--- config.mk ---
export PLATFORM = sky130hd
export DESIGN_NAME = imm_cell
export DESIGN_NICKNAME = d
export VERILOG_FILES = /design/src/rtl/imm_pkg.sv /design/src/rtl/imm_cell.sv
export VERILOG_INCLUDE_DIRS = /design/src /design/src/rtl
export SDC_FILE = /design/constraint.sdc
export NUM_CORES = 2
export LEC_CHECK = 0
export ABC_AREA = 1
export BUFFER_PORTS_ARGS = -buffer_cell sky130_fd_sc_hd__buf_2
export CAP_MARGIN = 20
export CORE_UTILIZATION = 63
export DETAILED_ROUTE_END_ITERATION = 10
export PLACE_DENSITY_LB_ADDON = 0.1
export SYNTH_ARGS = -nofsm -noshare
export SYNTH_HDL_FRONTEND = slang
export SYNTH_SLANG_ARGS = --single-unit
--- constraint.sdc ---
create_clock -name clk -period 7.85 [get_ports clk]
set_clock_uncertainty 0.1 [all_clocks]
set_input_delay 0.785 -clock clk [delete_from_list [all_inputs] [get_ports clk]]
set_output_delay 0.785 -clock clk [all_outputs]
set_load 0.1 [all_outputs]
--- src/rtl/integer_matrix_multiply_macros.svh ---
// Assertion macros shared by the integer matrix multiply RTL.
`ifndef INTEGER_MATRIX_MULTIPLY_MACROS_SVH
`define INTEGER_MATRIX_MULTIPLY_MACROS_SVH

// Checks that a condition holds in the same cycle as its trigger.
`define IMM_CHECK_NOW(label, ante, cons, msg) \
    label: assert property (@(posedge clk) disable iff (!rst_n) (ante) |-> (cons)) \
        else $error(msg);

// Checks that a condition holds in the cycle after its trigger.
`define IMM_CHECK_NEXT(label, ante, cons, msg) \
    label: assert property (@(posedge clk) disable iff (!rst_n) (ante) |=> (cons)) \
        else $error(msg);

`endif

--- src/rtl/imm_pkg.sv ---
// Types and constants shared by the integer matrix multiply modules.
package imm_pkg;

    localparam int IDX_W  = 4;
    localparam int DATA_W = 32;
    localparam int SIZE_W = 5;

    localparam logic [SIZE_W-1:0] ACTIVE_SIZE_RESET = 5'd16;

    typedef enum logic [1:0] {
        ACT_WRITE_A,
        ACT_WRITE_B,
        ACT_EMIT
    } imm_action_t;

    typedef struct packed {
        logic [1:0]              action;
        logic [IDX_W-1:0]        row_index;
        logic [IDX_W-1:0]        col_index;
        logic signed [DATA_W-1:0] element_value;
    } imm_in_t;

    typedef struct packed {
        logic [IDX_W-1:0]         out_col;
        logic signed [DATA_W-1:0] out_value;
        logic                     row_last;
    } imm_out_t;

    // One element of a row of A travelling down the chain of cells.
    typedef struct packed {
        logic              valid;
        logic              first;
        logic              last;
        logic [SIZE_W-1:0] k;
        logic [DATA_W-1:0] a;
    } imm_chain_t;

    // Control broadcast from the sequencer to every cell.
    typedef struct packed {
        logic              clear;
        logic              shift;
        logic              b_we;
        logic [IDX_W-1:0]  b_row;
        logic [IDX_W-1:0]  b_col;
        logic [DATA_W-1:0] b_data;
        logic [SIZE_W-1:0] size;
    } imm_ctrl_t;

endpackage

--- src/rtl/imm_cell.sv ---
// One multiply-accumulate cell that owns a single column of B.
`include "integer_matrix_multiply_macros.svh"

module imm_cell #(
    parameter int MAX_SIZE = 16,
    parameter int COL      = 0
) (
    input  logic                         clk,
    input  logic                         rst_n,
    input  imm_pkg::imm_ctrl_t           ctrl,
    input  imm_pkg::imm_chain_t          chain_in,
    output imm_pkg::imm_chain_t          chain_out,
    input  logic [imm_pkg::DATA_W-1:0]   res_in,
    output logic [imm_pkg::DATA_W-1:0]   res_out,
    output logic                         done
);
    import imm_pkg::*;

    localparam int IW = (MAX_SIZE > 1) ? $clog2(MAX_SIZE) : 1;

    logic [DATA_W-1:0] b_mem [MAX_SIZE];
    logic [DATA_W-1:0] b_rd_reg;

    logic              s1_valid_reg;
    logic              s1_first_reg;
    logic              s1_last_reg;
    logic [SIZE_W-1:0] s1_k_reg;
    logic [DATA_W-1:0] s1_a_reg;

    logic              p_valid_reg;
    logic              p_first_reg;
    logic              p_last_reg;
    logic [DATA_W-1:0] prod_reg;

    logic [DATA_W-1:0] acc_reg;
    logic [DATA_W-1:0] res_reg;
    logic              done_reg;
    logic [DATA_W-1:0] acc_sum;

    // Column store of B, addressed by row, read at the k carried by the chain.
    always_ff @(posedge clk)
    begin
        if (ctrl.b_we && (int'(ctrl.b_col) == COL))
        begin
            b_mem[IW'(ctrl.b_row)] <= ctrl.b_data;
        end
        b_rd_reg <= b_mem[IW'(chain_in.k)];
    end

    always_ff @(posedge clk or negedge rst_n)
    begin
        if (!rst_n)
        begin
            s1_valid_reg <= 1'b0;
            s1_first_reg <= 1'b0;
            s1_last_reg  <= 1'b0;
            s1_k_reg     <= '0;
            s1_a_reg     <= '0;
            p_valid_reg  <= 1'b0;
            p_first_reg  <= 1'b0;
            p_last_reg   <= 1'b0;
            prod_reg     <= '0;
            acc_reg      <= '0;
            res_reg      <= '0;
            done_reg     <= 1'b0;
        end
        else
        begin
            // Cells beyond the active size stay quiet.
            s1_valid_reg <= chain_in.valid && (COL < int'(ctrl.size));
            s1_first_reg <= chain_in.first;
            s1_last_reg  <= chain_in.last;
            s1_k_reg     <= chain_in.k;
            s1_a_reg     <= chain_in.a;

            p_valid_reg <= s1_valid_reg;
            p_first_reg <= s1_first_reg;
            p_last_reg  <= s1_last_reg;
            prod_reg    <= s1_a_reg * b_rd_reg;

            if (p_valid_reg)
            begin
                acc_reg <= acc_sum;
            end

            if (ctrl.shift)
            begin
                res_reg <= res_in;
            end
            else if (p_valid_reg && p_last_reg)
            begin
                res_reg <= acc_sum;
            end

            if (ctrl.clear)
            begin
                done_reg <= 1'b0;
            end
            else if (p_valid_reg && p_last_reg)
            begin
                done_reg <= 1'b1;
            end
        end
    end

    assign acc_sum = (p_first_reg ? '0 : acc_reg) + prod_reg;

    assign chain_out.valid = s1_valid_reg;
    assign chain_out.first = s1_first_reg;
    assign chain_out.last  = s1_last_reg;
    assign chain_out.k     = s1_k_reg;
    assign chain_out.a     = s1_a_reg;

    assign res_out = res_reg;
    assign done    = done_reg;

    `IMM_CHECK_NEXT(a_clear_drops_done, ctrl.clear, !done_reg,
        "done flag survived the start of a new row")
    `IMM_CHECK_NEXT(a_last_sets_done, p_valid_reg && p_last_reg && !ctrl.clear, done_reg,
        "final accumulation did not mark the cell done")
    `IMM_CHECK_NOW(a_no_mac_while_unload, ctrl.shift, !p_valid_reg,
        "a product was still in flight while results were shifted out")

endmodule

==> run summary <==
status = finished clean
Worst-Skew Late Latency = 0.64 ns
Residual DRC = 0
Yosys reg bits = 684
Placed Area = 46100 um^2
Synth warnings = 0
largest net degree at the start of global routing = 153
slowest cell delay on critical path = 0.72 ns
via count = 30664
area leader, netlist = edfxtp_1
Synth top area share = 34.8%
hold buffers post-CTS = 0
Slew Viols, Final = 0
Startpoint Class = flip-flop
Syn Nets = 5057
Crit path top cell by count = fa_1
Cell Rows = 96
worst slack, placed = 0.805 ns
relative slew slack = 23.8%
CP delay by family, top = adder cells
Overflow after GRT = 0
Crit. End Element = flip-flop
CTS resizes = 0
most common cell after layout, fill and taps aside = inv_1
final WL = 110000 um
final hold vios = 0
reg2reg setup slack = 0.85 ns
CTS tree = done
setup TNS = 0 ns
final setup margin = 0.851 ns
worst-path fanout max = 14
Worst-path clk slew = 0.06 ns
IO Count = 195
Gate Count Post-Synth = 4372
post-route antenna net violation count = 0
Buf+Inv Stages, Crit Path = 6
synthesis-to-finish area growth = 10.1%
Final Wtd Congestion = 0.956
CP startpoint = b_rd_reg[8]
mapped cell area = 44200 um^2
CTS H-tree depth = 3
CP max-delay cell = dfxtp_1
first-pass GRT wire length = 170000 um
final worst path period share = 89.2%
Starting Density = 64.1%
Worst Path Arrival = 7.41 ns
Worst path depth = 22
vias in the first global route = 30322
fin area = 48600 um^2
hpwl dp = 75100 um
syn avg cell area = 10.1 um^2
layout cells sized above 1 = 9.41%
# clock sinks = 684
Die ar. = 71200 um^2
gr usage total = 31.9%
IO buf count = 194
Tightest Hold Check Type = in2async
cts bufs inserted = 72
sequential area share after synthesis = 44.2%
Post-CTS Setup Inserts = 0
nets@finish = 5187
worst slew pin tran = 1.14 ns
Max Cap Violations = 0
# fillers = 5250
max frequency = 0.143 GHz
Crit Path Class = reg2reg
Reg2Reg Depth = 22
drt pass-1 iters = 6
minimum clock period = 7.00 ns
post-layout util = 70.5%
FF-to-FF Start = b_rd_reg[8]
DR WL/cell = 20.0 um
Area contributors post-synth = edfxtp_1 35%, fa_1 19%, inv_1 8.0%, dfrtp_1 7.9%, nand2_1 7.4%
r2r endpoint = prod_reg[29]
CTS max path bufs = 3
Largest Register = b_mem
vias per inst = 5.58
Root Buffer Master = clkbuf_16
Initial DRC Count = 2879
CP required = 8.26 ns
Core ar. = 68900 um^2
Die Width = 267 um
DIE HEIGHT = 267 um
CP cell instances = buf_4 > nand2_1 > fa_1 > inv_1 > fa_1 > inv_1 > fa_1 > fa_1 > inv_1 > fa_1 > inv_1 > fa_1 > fa_1 > fa_1 > inv_1 > ha_1 > nand2_1 > nor4_1 > nand2_1 > o211ai_1 > a21oi_1 > xor2_1
Largest register FFs = 512
initial antenna violation count = 6
most frequent cells in the layout = 939 x inv_1, 874 x nand2_1, 512 x edfxtp_1
Worst setup endpoint = prod_reg[29]
unrepaired setup endpoints after global routing = no
library cells used by synthesis = 53
Final setup viols = 0
==> final cells by class <==
cell class              instances  area (um^2)  share of cell area [%]
well taps                     931         1160                    2.40
inverters                     945         3550                    7.30
repair buffers                272         1620                    3.34
multi-input cells            2527        20300                    41.7
clock buffers                  87         1920                    3.94
clock inverters                43          573                    1.18
flip-flops and latches        684        19500                    40.1
diodes                          3         7.51                  0.0154
==> worst min-delay path by stage <==
stage                  from     endpoint  slack, ns  cells past startpoint
2_1_floorplan  s1_first_reg  p_first_reg       0.25                      0
3_3_place_gp   s1_first_reg  p_first_reg       0.25                      0
3_5_place_dp   s1_first_reg  p_first_reg       0.25                      0
4_1_cts               rst_n  res_out[25]       0.11                      1
5_1_grt         chain_in[5]  s1_a_reg[5]       0.15                      1
6_report              rst_n  res_out[25]       0.07                      1
==> synthesized netlist by cell type, drive strengths merged <==
cell type    n
nand3      145
inv        945
a21oi      200
o22ai        2
o211a        1
a21o         8
nor2       112
and2         1
edfxtp     512
o21bai       7
a31oi        4
nor4         4
fa         409
o21a         3
mux2i      128
or2          8
or4          1
xor2        30
clkbuf     139
nand3b      11
a211oi       1
a21boi       4
a22o         5
nand4        8
o31ai        1
buf         77
o21ai      224
xnor2       24
nand2      880
o211ai     139
o221ai       1
ha         154
dfxtp       32
a221oi       2
nor3        10
dfrtp      140
==> kinds of logic after synthesis <==
kind of cell / synth area share [%]
buffers and inverters: 10.2
adders and majority gates: 22.9
DFF: 44.2
AOI/OAI and AO/OA: 8.01
xor gates and xnor gates: 1.07
muxes: 2.90
and+or+nand+nor: 10.7
==> routing by layer <==
metal / vias up / track usage, % / wire length, um
met4: 8 / 11.8 / 3920
met2: 1206 / 52.7 / 53200
li1: 14113 / - / -
met3: 247 / 5.26 / 8700
met5: - / 0 / 49
met1: 15090 / 42.6 / 44200
==> metrics by stage <==
| stage | instances | hold WS (ns) |
|---|---|---|
| 2_1_floorplan | 4372 | 0.255 |
| 3_3_place_gp | 5358 | 0.255 |
| 3_5_place_dp | 5358 | 0.255 |
| 4_1_cts | 5488 | 0.113 |
| 5_1_grt | 5489 | 0.150 |
| 6_report | 5492 | 0.0666 |
Power is not shown: default switching activity piles up to over one toggle a cycle in this logic, so the estimate is an artifact.
